## config.mk

```make
export PLATFORM = sky130hd
export DESIGN_NAME = modbus_rtu_register_read_master_core
export DESIGN_NICKNAME = d
export VERILOG_FILES = /design/src/design/mrrm_pkg.sv /design/src/design/modbus_rtu_register_read_master_core.sv /design/src/design/mrrm_req_gen.sv /design/src/design/mrrm_reply.sv
export SDC_FILE = /design/constraint.sdc
export NUM_CORES = 1
export LEC_CHECK = 0
export BUFFER_PORTS_ARGS = -buffer_cell sky130_fd_sc_hd__buf_4
export CORE_MARGIN = 2
export CORE_UTILIZATION = 40
export CTS_BUF_LIST = sky130_fd_sc_hd__clkbuf_8
export DETAILED_ROUTE_END_ITERATION = 6
export SLEW_MARGIN = 5
export SYNTH_ARGS = -nofsm -noshare
export SYNTH_HDL_FRONTEND = slang
export SYNTH_SLANG_ARGS = --single-unit
```

## constraint.sdc

```tcl
create_clock -name clk -period 4.07 [get_ports clk]
set_clock_uncertainty 0.1 [all_clocks]
set_input_delay 0.6105 -clock clk [delete_from_list [all_inputs] [get_ports clk]]
set_output_delay 0.6105 -clock clk [all_outputs]
set_load 0.05 [all_outputs]
```

## src/design/mrrm_pkg.sv

```systemverilog
// Shared types, codes and the CRC-16/Modbus byte update for the read-registers master.
package mrrm_pkg;

  localparam int MaxRegisters = 125;

  localparam logic [15:0] CRC_INIT = 16'hFFFF;
  localparam logic [15:0] CRC_POLY = 16'hA001;
  localparam logic [7:0]  FUNC_READ_HOLDING = 8'h03;
  localparam logic [7:0]  COUNT_HIGH_BYTE = 8'h00;

  localparam logic [7:0]  SLAVE_ADDRESS_RESET = 8'd1;
  localparam logic [15:0] TIMEOUT_TICKS_RESET = 16'd120;

  // Input item kinds
  localparam logic [1:0] KIND_START = 2'd0;
  localparam logic [1:0] KIND_BYTE  = 2'd1;
  localparam logic [1:0] KIND_TICK  = 2'd2;

  // Result item kinds
  localparam logic [1:0] RK_REQUEST = 2'd0;
  localparam logic [1:0] RK_DATA    = 2'd1;
  localparam logic [1:0] RK_DONE    = 2'd2;

  // Done status codes
  localparam logic [2:0] ST_OK         = 3'd0;
  localparam logic [2:0] ST_TIMEOUT    = 3'd1;
  localparam logic [2:0] ST_CRC        = 3'd2;
  localparam logic [2:0] ST_ADDR_FUNC  = 3'd3;
  localparam logic [2:0] ST_BYTE_COUNT = 3'd4;
  localparam logic [2:0] ST_BAD_COUNT  = 3'd5;

  // Configuration register indexes
  localparam logic REG_SLAVE_ADDRESS = 1'b0;
  localparam logic REG_TIMEOUT_TICKS = 1'b1;

  typedef struct packed {
    logic       valid;
    logic [1:0] kind;
    logic [7:0] byte_value;
    logic       last;
    logic [2:0] status;
  } result_t;

  function automatic logic [15:0] crc_add(input logic [15:0] crc, input logic [7:0] b);
    logic [15:0] c;
    c = crc ^ {8'h00, b};
    for (int i = 0; i < 8; i++) begin
      if (c[0]) begin
        c = (c >> 1) ^ CRC_POLY;
      end else begin
        c = c >> 1;
      end
    end
    return c;
  endfunction

endpackage

```

## src/design/modbus_rtu_register_read_master_core.sv

```systemverilog
// Top level of the Modbus RTU read-holding-registers master.
//
//  channel  | handshake                | payload
//  ---------+--------------------------+----------------------------------------------
//  s_*      | s_tvalid / s_tready      | tuser kind; tdata address, count, rx byte
//  m_*      | m_tvalid / m_tready      | tuser result kind; tdata byte, status; tlast
//  apb      | psel, penable, pready=1  | 0x0 slave_address, 0x4 timeout_ticks
//
// A received byte, tick or bad-count start is handled by the reply logic alone; a good start
// hands the eight request bytes to the request sequencer, which emits a byte a cycle unless m_tready stalls it.
// Reset (rst, synchronous) drops any transaction, empties the input and output
// registers and restores slave_address 1 and timeout_ticks 120.
// The input register, if empty, takes a new item while a result waits in the output register;
// a stall on m_tready holds the sequencer and the input register in place.
module modbus_rtu_register_read_master_core #(
  parameter int MAX_REGISTERS = mrrm_pkg::MaxRegisters
) (
  input  logic        clk,
  input  logic        rst,
  // Input items
  input  logic        s_tvalid,
  output logic        s_tready,
  input  logic [31:0] s_tdata,   // [15:0] register_address, [22:16] register_count,
                                 // [30:23] received_byte, [31] zero
  input  logic [1:0]  s_tuser,   // [1:0] kind
  // Result items
  output logic        m_tvalid,
  input  logic        m_tready,
  output logic [15:0] m_tdata,   // [7:0] byte_value, [10:8] status, [15:11] zero
  output logic [1:0]  m_tuser,   // [1:0] result_kind
  output logic        m_tlast,   // last_of_run
  // Configuration
  input  logic        psel,
  input  logic        penable,
  input  logic        pwrite,
  input  logic [2:0]  paddr,
  input  logic [31:0] pwdata,
  output logic [31:0] prdata,
  output logic        pready
);

  // Configuration registers
  logic [7:0]  slave_address;
  logic [15:0] timeout_ticks;
  logic        cfg_write;

  assign pready    = 1'b1;
  assign cfg_write = psel && penable && pwrite && pready;

  always_ff @(posedge clk) begin
    if (rst) begin
      slave_address <= mrrm_pkg::SLAVE_ADDRESS_RESET;
      timeout_ticks <= mrrm_pkg::TIMEOUT_TICKS_RESET;
    end else if (cfg_write) begin
      unique case (paddr[2])
        mrrm_pkg::REG_SLAVE_ADDRESS: slave_address <= pwdata[7:0];
        mrrm_pkg::REG_TIMEOUT_TICKS: timeout_ticks <= pwdata[15:0];
        default: ;
      endcase
    end
  end

  always_comb begin
    unique case (paddr[2])
      mrrm_pkg::REG_SLAVE_ADDRESS: prdata = {24'd0, slave_address};
      mrrm_pkg::REG_TIMEOUT_TICKS: prdata = {16'd0, timeout_ticks};
      default:                     prdata = 32'd0;
    endcase
  end

  // Input register
  logic        in_valid;
  logic [1:0]  in_kind;
  logic [15:0] in_addr;
  logic [6:0]  in_cnt;
  logic [7:0]  in_byte;

  // Engine control
  logic              out_free;
  logic              take;
  logic              rep_step;
  logic              start_ok;
  logic              gen_busy;
  mrrm_pkg::result_t gen_res;
  mrrm_pkg::result_t rep_res;
  mrrm_pkg::result_t eng_res;

  // Output register can load when empty or being drained this cycle
  assign out_free = !m_tvalid || m_tready;
  // Hold input items while the sequencer is emitting a request
  assign take     = !gen_busy && out_free;
  assign rep_step = in_valid && take;
  assign s_tready = !in_valid || take;

  always_ff @(posedge clk) begin
    if (rst) begin
      in_valid <= 1'b0;
    end else if (s_tready) begin
      in_valid <= s_tvalid;
    end
  end

  always_ff @(posedge clk) begin
    if (s_tvalid && s_tready) begin
      in_kind <= s_tuser;
      in_addr <= s_tdata[15:0];
      in_cnt  <= s_tdata[22:16];
      in_byte <= s_tdata[30:23];
    end
  end

  mrrm_reply #(
    .MAX_REGISTERS(MAX_REGISTERS)
  ) u_reply (
    .clk            (clk),
    .rst            (rst),
    .step           (rep_step),
    .kind           (in_kind),
    .register_count (in_cnt),
    .received_byte  (in_byte),
    .slave_address  (slave_address),
    .timeout_ticks  (timeout_ticks),
    .start_ok       (start_ok),
    .res            (rep_res)
  );

  mrrm_req_gen u_req_gen (
    .clk              (clk),
    .rst              (rst),
    .load             (start_ok),
    .advance          (out_free),
    .slave_address    (slave_address),
    .register_address (in_addr),
    .register_count   (in_cnt),
    .busy             (gen_busy),
    .res              (gen_res)
  );

  // Request bytes come from the sequencer, everything else from the reply logic
  assign eng_res = gen_res.valid ? gen_res : rep_res;

  // Output register
  always_ff @(posedge clk) begin
    if (rst) begin
      m_tvalid <= 1'b0;
    end else if (out_free) begin
      m_tvalid <= eng_res.valid;
    end
  end

  always_ff @(posedge clk) begin
    if (out_free && eng_res.valid) begin
      m_tdata <= {5'd0, eng_res.status, eng_res.byte_value};
      m_tuser <= eng_res.kind;
      m_tlast <= eng_res.last;
    end
  end

  // No reply-side item is processed while a request is being emitted
  a_busy_blocks_step: assert property (@(posedge clk) disable iff (rst)
    gen_busy |-> !rep_step)
    else $error("item processed during request emission");

  // Only one source drives a result in any cycle
  a_one_source: assert property (@(posedge clk) disable iff (rst)
    !(gen_res.valid && rep_res.valid))
    else $error("request and reply results collide");

  // A result is only produced when the output register can take it
  a_no_drop: assert property (@(posedge clk) disable iff (rst)
    eng_res.valid |-> out_free)
    else $error("result produced while output register is full");

  // A good start leaves the sequencer busy for the remaining request bytes
  a_start_busy: assert property (@(posedge clk) disable iff (rst)
    start_ok |=> gen_busy)
    else $error("sequencer idle after good start");

  // Done results always close a run
  a_done_last: assert property (@(posedge clk) disable iff (rst)
    (eng_res.valid && eng_res.kind == mrrm_pkg::RK_DONE) |-> eng_res.last)
    else $error("done result without last");

endmodule

```

## src/design/mrrm_req_gen.sv

```systemverilog
// Request sequencer: emits the eight request bytes with a byte-wise CRC.
module mrrm_req_gen (
  input  logic                 clk,
  input  logic                 rst,
  input  logic                 load,
  input  logic                 advance,
  input  logic [7:0]           slave_address,
  input  logic [15:0]          register_address,
  input  logic [6:0]           register_count,
  output logic                 busy,
  output mrrm_pkg::result_t    res
);

  logic [2:0]  idx;
  logic [15:0] crc;
  logic [7:0]  slave;
  logic [15:0] addr;
  logic [6:0]  cnt;
  logic [7:0]  byte_cur;
  logic [15:0] crc_cur;
  logic        emit;

  assign emit    = busy ? advance : load;
  assign crc_cur = busy ? crc : mrrm_pkg::CRC_INIT;

  always_comb begin
    case (idx)
      3'd0:    byte_cur = busy ? slave : slave_address;
      3'd1:    byte_cur = mrrm_pkg::FUNC_READ_HOLDING;
      3'd2:    byte_cur = addr[15:8];
      3'd3:    byte_cur = addr[7:0];
      3'd4:    byte_cur = mrrm_pkg::COUNT_HIGH_BYTE;
      3'd5:    byte_cur = {1'b0, cnt};
      3'd6:    byte_cur = crc[7:0];
      default: byte_cur = crc[15:8];
    endcase
  end

  always_comb begin
    res            = '0;
    res.valid      = emit;
    res.kind       = mrrm_pkg::RK_REQUEST;
    res.byte_value = byte_cur;
    res.last       = (idx == 3'd7);
    res.status     = mrrm_pkg::ST_OK;
  end

  always_ff @(posedge clk) begin
    if (rst) begin
      busy <= 1'b0;
      idx  <= 3'd0;
    end else if (emit) begin
      idx  <= idx + 3'd1;
      busy <= (idx != 3'd7);
    end
  end

  // Hold the CRC once the six header bytes are in; the last two bytes send it
  always_ff @(posedge clk) begin
    if (emit && (idx < 3'd6)) begin
      crc <= mrrm_pkg::crc_add(crc_cur, byte_cur);
    end
    if (load && !busy) begin
      slave <= slave_address;
      addr  <= register_address;
      cnt   <= register_count;
    end
  end

endmodule

```

## src/design/mrrm_reply.sv

```systemverilog
// Transaction state: count check, reply framing, CRC and header checks, timeout.
module mrrm_reply #(
  parameter int MAX_REGISTERS = mrrm_pkg::MaxRegisters
) (
  input  logic                 clk,
  input  logic                 rst,
  input  logic                 step,
  input  logic [1:0]           kind,
  input  logic [6:0]           register_count,
  input  logic [7:0]           received_byte,
  input  logic [7:0]           slave_address,
  input  logic [15:0]          timeout_ticks,
  output logic                 start_ok,
  output mrrm_pkg::result_t    res
);

  logic        waiting_reply, waiting_reply_next;
  logic [8:0]  bytes_received, bytes_received_next;
  logic [7:0]  expected_data_bytes, expected_data_bytes_next;
  logic [15:0] running_crc, running_crc_next;
  logic [7:0]  crc_low_seen, crc_low_seen_next;
  logic        header_mismatch, header_mismatch_next;
  logic        count_mismatch, count_mismatch_next;
  logic [15:0] elapsed_ticks, elapsed_ticks_next;
  logic        clear;
  logic [8:0]  crc_pos;
  logic [15:0] ticks_inc;
  logic [15:0] rx_crc;

  // Index of the CRC low byte in the reply frame
  assign crc_pos   = {1'b0, expected_data_bytes} + 9'd3;
  assign ticks_inc = (elapsed_ticks != 16'hFFFF) ? elapsed_ticks + 16'd1 : elapsed_ticks;
  assign rx_crc    = {received_byte, crc_low_seen};

  always_comb begin
    waiting_reply_next       = waiting_reply;
    bytes_received_next      = bytes_received;
    expected_data_bytes_next = expected_data_bytes;
    running_crc_next         = running_crc;
    crc_low_seen_next        = crc_low_seen;
    header_mismatch_next     = header_mismatch;
    count_mismatch_next      = count_mismatch;
    elapsed_ticks_next       = elapsed_ticks;
    clear                    = 1'b0;
    start_ok                 = 1'b0;
    res                      = '0;
    if (step) begin
      case (kind)
        mrrm_pkg::KIND_START: begin
          clear = 1'b1;
          if (register_count == 7'd0 || register_count > 7'(MAX_REGISTERS)) begin
            res.valid  = 1'b1;
            res.kind   = mrrm_pkg::RK_DONE;
            res.last   = 1'b1;
            res.status = mrrm_pkg::ST_BAD_COUNT;
          end else begin
            start_ok = 1'b1;
          end
        end
        mrrm_pkg::KIND_BYTE: begin
          if (waiting_reply) begin
            bytes_received_next = bytes_received + 9'd1;
            if (bytes_received < crc_pos) begin
              running_crc_next = mrrm_pkg::crc_add(running_crc, received_byte);
              if (bytes_received == 9'd0 && received_byte != slave_address) begin
                header_mismatch_next = 1'b1;
              end
              if (bytes_received == 9'd1 && received_byte != mrrm_pkg::FUNC_READ_HOLDING) begin
                header_mismatch_next = 1'b1;
              end
              if (bytes_received == 9'd2 && received_byte != expected_data_bytes) begin
                count_mismatch_next = 1'b1;
              end
              if (bytes_received >= 9'd3) begin
                res.valid      = 1'b1;
                res.kind       = mrrm_pkg::RK_DATA;
                res.byte_value = received_byte;
              end
            end else if (bytes_received == crc_pos) begin
              crc_low_seen_next = received_byte;
            end else begin
              clear     = 1'b1;
              res.valid = 1'b1;
              res.kind  = mrrm_pkg::RK_DONE;
              res.last  = 1'b1;
              // CRC beats header, header beats byte count
              if (rx_crc != running_crc) begin
                res.status = mrrm_pkg::ST_CRC;
              end else if (header_mismatch) begin
                res.status = mrrm_pkg::ST_ADDR_FUNC;
              end else if (count_mismatch) begin
                res.status = mrrm_pkg::ST_BYTE_COUNT;
              end else begin
                res.status = mrrm_pkg::ST_OK;
              end
            end
          end
        end
        mrrm_pkg::KIND_TICK: begin
          if (waiting_reply) begin
            elapsed_ticks_next = ticks_inc;
            if (ticks_inc >= timeout_ticks) begin
              clear      = 1'b1;
              res.valid  = 1'b1;
              res.kind   = mrrm_pkg::RK_DONE;
              res.last   = 1'b1;
              res.status = mrrm_pkg::ST_TIMEOUT;
            end
          end
        end
        default: ;
      endcase
    end
    if (clear) begin
      waiting_reply_next       = 1'b0;
      bytes_received_next      = 9'd0;
      expected_data_bytes_next = 8'd0;
      running_crc_next         = mrrm_pkg::CRC_INIT;
      crc_low_seen_next        = 8'd0;
      header_mismatch_next     = 1'b0;
      count_mismatch_next      = 1'b0;
      elapsed_ticks_next       = 16'd0;
    end
    if (start_ok) begin
      waiting_reply_next       = 1'b1;
      expected_data_bytes_next = {register_count, 1'b0};
    end
  end

  always_ff @(posedge clk) begin
    if (rst) begin
      waiting_reply       <= 1'b0;
      bytes_received      <= 9'd0;
      expected_data_bytes <= 8'd0;
      running_crc         <= mrrm_pkg::CRC_INIT;
      crc_low_seen        <= 8'd0;
      header_mismatch     <= 1'b0;
      count_mismatch      <= 1'b0;
      elapsed_ticks       <= 16'd0;
    end else begin
      waiting_reply       <= waiting_reply_next;
      bytes_received      <= bytes_received_next;
      expected_data_bytes <= expected_data_bytes_next;
      running_crc         <= running_crc_next;
      crc_low_seen        <= crc_low_seen_next;
      header_mismatch     <= header_mismatch_next;
      count_mismatch      <= count_mismatch_next;
      elapsed_ticks       <= elapsed_ticks_next;
    end
  end

endmodule

```

### After elaboration in Yosys (flattened, before gate mapping)

Index checks and enable logic that the tools add are counted.

| word-level totals | value |
|---|---|
| register bits after elaboration | 183 |
| input bits | 76 |
| output and inout bits | 54 |
| logic and storage cells | 202 |

| cells by class | value |
|---|---|
| add/subtract/negate cells | 4 |
| $lt $le $gt $ge | 5 |
| equality and inequality tests | 18 |
| muxes and demuxes | 94 |
| bitwise logic cells | 21 |
| reduce and logical (&&, ||, !) cells | 33 |

Operators with widths:

| operator | number |
|---|---|
| $mux W16 | 52 |
| $pmux W32 S2 | 1 |
| $pmux W8 S7 | 1 |
| $not A2 Y3 | 16 |
| $mux W15 | 3 |
| $mux W8 | 5 |
| $xor A16 B8 Y16 | 2 |
| $mux W3 | 8 |
| $mux W4 | 5 |
| $add A16 B1 Y16 const B | 1 |
| $ge A16 B16 Y1 | 1 |
| $ne A16 B16 Y1 | 1 |
| $ne A16 B16 Y1 const B | 1 |
| $ne A8 B8 Y1 | 2 |
| $reduce_and A5 Y1 | 3 |
| $mux W1 | 14 |
| $mux W14 | 1 |
| $eq A3 B3 Y1 const B | 4 |
| $pmux W4 S3 | 1 |
| $logic_and A1 B1 Y1 | 11 |
| $mux W11 | 1 |
| $add A8 B2 Y9 const B | 1 |
| $add A9 B1 Y9 const B | 1 |
| $eq A9 B1 Y1 const B | 1 |
| 27 further kinds | 38 |

### Depth between registers and ports, before layout

| depth | value |
|---|---|
| depth in word-level cells | 45 |
| mapped depth | 15 |
| depth with buffers taken out | 14 |

### Hierarchy

Synthesis repeated with hierarchy kept, for this count alone.

| unflattened totals | value |
|---|---|
| cell total of the unflattened synthesis | 933 |
| area total of the unflattened synthesis | 9735.6 sq um |

By module, submodules not included:

| module | times used | cells an instance | area an instance (sq um) | sequential area each (sq um) |
|---|---|---|---|---|
| mrrm_reply | 1 | 530 | 4270.3 | 1181.1 |
| modbus_rtu_register_read_master_core | 1 | 216 | 2870.3 | 1931.9 |
| mrrm_req_gen | 1 | 187 | 2595.0 | 1491.4 |

### Least setup slack after synthesis

No wires, ideal clock.

| path | value |
|---|---|
| path type | reg2reg |
| from | reg u_reply.elapsed_ticks[4] |
| to | reg u_reply.running_crc[2] |
| library setup time | 0.120 ns |
| arrival | 3.925 ns |
| required time | 3.850 ns |
| setup slack | -0.074 ns |
| cell stages (with the launch flop) | 15 |
| buffers on the path | 2 |
| period minus slack after synthesis | 4.144 ns |
| cell sequence | dfxtp_1 -> clkbuf_1 -> nand4_1 -> nor3_1 -> nand2_1 -> mux2_2 -> ha_1 -> a21oi_1 -> o21ai_0 -> a21oi_1 -> o21ai_0 -> a2111oi_2 -> o21bai_1 -> clkbuf_1 -> a211o_1 |

| between the ends | value |
|---|---|
| word-level cells in the longest chain between the ends | 8 |
| elaborated cells between the ends (all ways) | 9 |
| those cells by class | add/sub (1); order compare (1); eq/ne (1); mux (5); reduce/logical (1) |

RTL lines:

| element | RTL line | source |
|---|---|---|
| start: declaration | mrrm_reply.sv:24 | `logic [15:0] elapsed_ticks, elapsed_ticks_next;` |
| start signal: assignment | mrrm_reply.sv:148 | `elapsed_ticks <= elapsed_ticks_next;` |
| $ne A16 B16 Y1 | mrrm_reply.sv:32 | `assign ticks_inc = (elapsed_ticks != 16'hFFFF) ? elapsed_ticks + 16'd1 : elapsed_ticks;` |
| $mux W16 | mrrm_reply.sv:32 |  |
| net u_reply.ticks_inc[1] | mrrm_reply.sv:27 | `logic [15:0] ticks_inc;` |
| $ge A16 B16 Y1 | mrrm_reply.sv:102 | `if (ticks_inc >= timeout_ticks) begin` |
| $mux W1 | mrrm_reply.sv:102 |  |
| $mux W1 | mrrm_reply.sv:100 | `if (waiting_reply) begin` |
| $pmux W1 S3 | mrrm_reply.sv:48 | `case (kind)` |
| $mux W1 | mrrm_reply.sv:47 | `if (step) begin` |
| $reduce_or A2 Y1 (no source line) | n/a |  |
| end signal: assignment | mrrm_reply.sv:135 | `running_crc <= mrrm_pkg::CRC_INIT;` |
| end signal: assignment | mrrm_reply.sv:144 | `running_crc <= running_crc_next;` |
| end: declaration | mrrm_reply.sv:20 | `logic [15:0] running_crc, running_crc_next;` |

The timed path passes the listed nets, and every way through them passes these cells.
A chain may end at the register's enable or synchronous reset.

### Worst setup path in the final report

| path | value |
|---|---|
| from | reg u_reply.elapsed_ticks[1] |
| to | reg m_tdata[0] (enable) |

| between the ends | value |
|---|---|
| word-level cells in the longest chain between the ends | 9 |
| elaborated cells between the ends (all ways) | 10 |
| those cells by class | add/sub (1); order compare (1); eq/ne (1); mux (6); reduce/logical (1) |

RTL lines:

| element | RTL line | source |
|---|---|---|
| $add A16 B1 Y16 or $ne A16 B16 Y1 (tied branches) | mrrm_reply.sv:32 |  |
| $mux W16 * | mrrm_reply.sv:32 |  |
| net u_reply.ticks_inc[12] | mrrm_reply.sv:27 |  |
| $ge A16 B16 Y1 * | mrrm_reply.sv:102 |  |
| $mux W3 * | mrrm_reply.sv:102 |  |
| $mux W3 * | mrrm_reply.sv:100 |  |
| $pmux W3 S3 * | mrrm_reply.sv:48 |  |
| $mux W15 * | mrrm_reply.sv:47 |  |
| $mux W15 * | modbus_rtu_register_read_master_core.sv:140 | `assign eng_res = gen_res.valid ? gen_res : rep_res;` |
| $logic_and A1 B1 Y1 * | modbus_rtu_register_read_master_core.sv:152 | `if (out_free && eng_res.valid) begin` |
| end signal: assignment | modbus_rtu_register_read_master_core.sv:153 | `m_tdata <= {5'd0, eng_res.status, eng_res.byte_value};` |
| end: declaration | modbus_rtu_register_read_master_core.sv:29 | `output logic [15:0] m_tdata,` |

The timed path passes the listed nets; every way through them passes the cells marked *.

==> run summary <==
===============================================================================================
Length of the first detailed-routing pass in iterations                                       5
Initial cell density of the core                                                         40.89%
Endpoint of the most critical register-to-register path                              m_tdata[0]
Count of yosys warnings during synthesis                                                      0
Tightest Hold Check Type                                                           input port to register
Mux contribution to synthesized area                                                     3.842%
Clock input transition at the sequential cells of the worst setup and hold paths         100 ps
Number of global-route vias before repair                                                  6354
Port Buf Inserts                                                                             88
Post-route cell area                                                                  10780 µm²
Share of layout cells above drive strength 1                                             17.64%
Register-to-Register Path Depth                                                              16
Number of cells produced by synthesis                                                       910
Total wire length                                                                      21.44 mm
Share of the clock period used by the worst path                                         90.94%
Die footprint                                                                         24520 µm²
Worst slack, placed                                                                    164.2 ps
Most used DFF post-synth                                                               edfxtp_1
Overall track demand over capacity in global routing                                     18.10%
Area of the core region                                                               22780 µm²
Final Hold Viols                                                                              0
Most frequent standard cell in the layout excluding fill and tap cells                    buf_4
Yosys cell types                                                                             59
Total negative slack for setup checks                                                      0 ps
Final global-route overflow total                                                             0
Compound-cell area share of the yosys netlist                                            11.31%
Critical path capture point type                                                       register
Internal power consumption                                                             2.776 mW
Cell Count Post-Placement                                                                  1295
Portion of total power attributed to sequential cells                                     53.2%
Boundary pin count                                                                          130
Area growth from synthesis to final layout                                               15.69%
Buffer levels on the longest clock path                                                       2
H-tree depth                                                                                  4
Detailed-route wire length per cell                                                    16.14 µm
Xor-xnor portion of the synthesized cell area                                            11.18%
Sequential area share after synthesis                                                    49.44%
Most used cells in the layout excluding fill and tap cells                         buf_4 (116), nand2_1 (98), nor2_1 (95)
Least-Margin Pin Slew                                                                  858.3 ps
Maximum net fanout on the critical path                                                      14
Leakage                                                                                4.135 nW
Final Critical Period                                                                   3701 ps
Reg2Reg Setup Slack                                                                      370 ps
Number of slew-limit violations in the final report                                           0
Net Sw Power                                                                           1.130 mW
Post-route DRC                                                                                0
Die extent in y                                                                        156.6 µm
HPWL after DPL                                                                         15.43 mm
Drt initial violations                                                                      420
Startpoint of the most critical register-to-register path                          u_reply.elapsed_ticks[1]
Synthesized flop and latch total                                                            183
Cell Pwr Density                                                                   362.6 nW/µm²
Vias per inst                                                                             4.967
Largest family of logic cells by synthesized area                                  simple AND/OR/NAND/NOR gates
First-pass GRT wire length                                                             34.10 mm
Launch instance of the worst min-delay path                                          s_tdata[8]
Utilization after layout                                                                 47.31%
Proportion of power drawn by the clock network                                            33.1%
Simple-gate share of the synthesized area                                                13.37%
Setup repair after global routing missed its margin                                       false
Source-to-sink clock delay at the later pin of the worst-skew pair                       480 ps
Avg Cell Area, Syn                                                                    10.24 µm²
Final setup violating endpoints                                                               0
Status                                                                             finished clean
Mapped Area                                                                            9314 µm²
Vias                                                                                       6596
Total of max-cap violations                                                                   0
Tightest slew margin relative to the limit                                               42.78%
Number of antenna violations at the first check in global routing                             0
Number of synthesized flops with an enable pin                                               94
Routability congestion estimate from global placement                                    0.8490
Diode insertion count for antenna repair                                                      0
Post-route ant nets                                                                           0
Critical Setup Path Class                                                          register to register
CTS Root Cell                                                                          clkbuf_8
CTS tree                                                                                  built
Worst Hold Path Cells                                                                         1
Arrival @ worst endpoint                                                                3810 ps
Worst Hold Endpoint                                                                  in_addr[8]
Clk sinks                                                                                   183
Die W                                                                                  156.6 µm
Post-DP Area                                                                          10330 µm²
Highest attainable clock frequency                                                    270.2 MHz
Adder-cell area share of the yosys netlist                                               5.373%
Peak supply drop                                                                    0.0001707 V
Setup slack of the critical path after layout                                          368.9 ps
CTS Buf Count                                                                                17
Switching Fraction                                                                       28.94%
Floorplan row count                                                                          55
Final non-filler cell total                                                                1328
Critical path launch point type                                                        register
Share of flip-flops with an asynchronous set or reset after synthesis                        0%
Largest net degree at the start of global routing                                            40
Combinational share of power                                                              13.8%
Net total in the final layout                                                              1118
Required time worst endpoint                                                            4180 ps
===============================================================================================
-- cells in the mapped netlist, types with 20 or more instances --
| cell type | count | area share [%] |
|---|---|---|
| a21oi_1 | 52 | 2.8 |
| xor2_1 | 44 | 4.1 |
| clkbuf_1 | 33 | 1.3 |
| edfxtp_1 | 94 | 30 |
| xnor2_1 | 66 | 6.2 |
| dfxtp_1 | 89 | 19 |
| nand3_1 | 20 | 1.1 |
| nor2_1 | 95 | 3.8 |
| nand2_1 | 98 | 3.9 |
| ha_1 | 40 | 5.4 |
| buf_4 | 23 | 1.9 |
| inv_1 | 41 | 1.7 |
-- per-layer routing --
layer | vias to the layer above | global-route usage, % | wire, µm
met5 | - | 0 | 0
met4 | 0 | 4.631 | 257
met3 | 17 | 3.572 | 847
met2 | 154 | 27.98 | 9554
met1 | 3099 | 26.01 | 10780
li1 | 3326 | - | -
-- state kept, by name, indices dropped and copies added (netlist names), 8 cells and up --
signal,count
in_addr,16
timeout_ticks,16
u_reply.elapsed_ticks,16
u_reply.running_crc,16
u_req_gen.addr,16
u_req_gen.crc,16
m_tdata,11
u_reply.bytes_received,9
in_byte,8
slave_address,8
u_reply.crc_low_seen,8
u_req_gen.slave,8
-- worst max path at each step --
stage,startpoint,end,slack (ps),depth (start not counted)
after floorplan,u_reply.elapsed_ticks[4],u_reply.running_crc[2],120,14
after global placement,u_reply.elapsed_ticks[1],u_reply.elapsed_ticks[7],230,16
after detailed placement,u_reply.elapsed_ticks[1],u_reply.elapsed_ticks[3],160,16
after CTS,u_reply.elapsed_ticks[1],u_reply.elapsed_ticks[8],100,16
after global routing,u_reply.elapsed_ticks[1],u_reply.elapsed_ticks[8],20,17
final,u_reply.elapsed_ticks[1],m_tdata[0],370,16
-- final cells by class --
type / count / area [µm²]
Clock buffer: 17 / 234.0
Clock inverter: 15 / 185.2
Fill cell: 2159 / 12000
Inverter: 44 / 165.2
Multi-Input combinational cell: 640 / 4324
Sequential cell: 183 / 4604
Tap cell: 313 / 391.6
Timing Repair Buffer: 116 / 870.8
-- worst max-delay path: stages (launching register included) --
cell       delay, ps
dfxtp_1          410
ha_1             220
nand3_1          150
nor3_4           200
buf_4            170
nand3_1          100
nor2_1           150
a21oi_1          100
ha_1             190
a21o_1           150
a21o_1           160
a21oi_1          180
o21ai_0          120
buf_4            160
a21oi_1          310
o2111ai_1        180
a21o_2           370
-- cell families after synthesis --
| group | Yosys count |
|---|---|
| adders and majority gates | 40 |
| AOI/OAI and AO/OA | 153 |
| xor gates and xnor gates | 114 |
| muxes | 32 |
| DFF | 183 |
| other | 2 |
| and+or+nand+nor | 278 |
| buffers and inverters | 108 |
-- timing repair --
| action | 4_1_cts | 5_1_grt |
|---|---|---|
| endpoints found under the setup margin | 0 | 65 |
| gates resized for setup | 0 | 3 |
| hold buffers | 0 | 0 |
| setup buffers | 0 | 0 |
-- through the flow --
stage / hold WS [ps] / power (mW)
2_1_floorplan: 300.3 / 2.520
3_3_place_gp: 302.1 / 2.649
3_5_place_dp: 305.4 / 2.658
4_1_cts: 170.7 / 3.938
5_1_grt: 153.3 / 4.073
6_report: 197.1 / 3.907
-- power by group through the flow --
stage | combinational [mW] | sequential (mW) | clock [mW]
6_report | 0.537 | 2.08 | 1.29
3_3_place_gp | 0.530 | 2.12 | 0
4_1_cts | 0.538 | 2.08 | 1.32
5_1_grt | 0.585 | 2.08 | 1.40
2_1_floorplan | 0.416 | 2.10 | 0
3_5_place_dp | 0.539 | 2.12 | 0
Power figures use the tool's default switching activity.
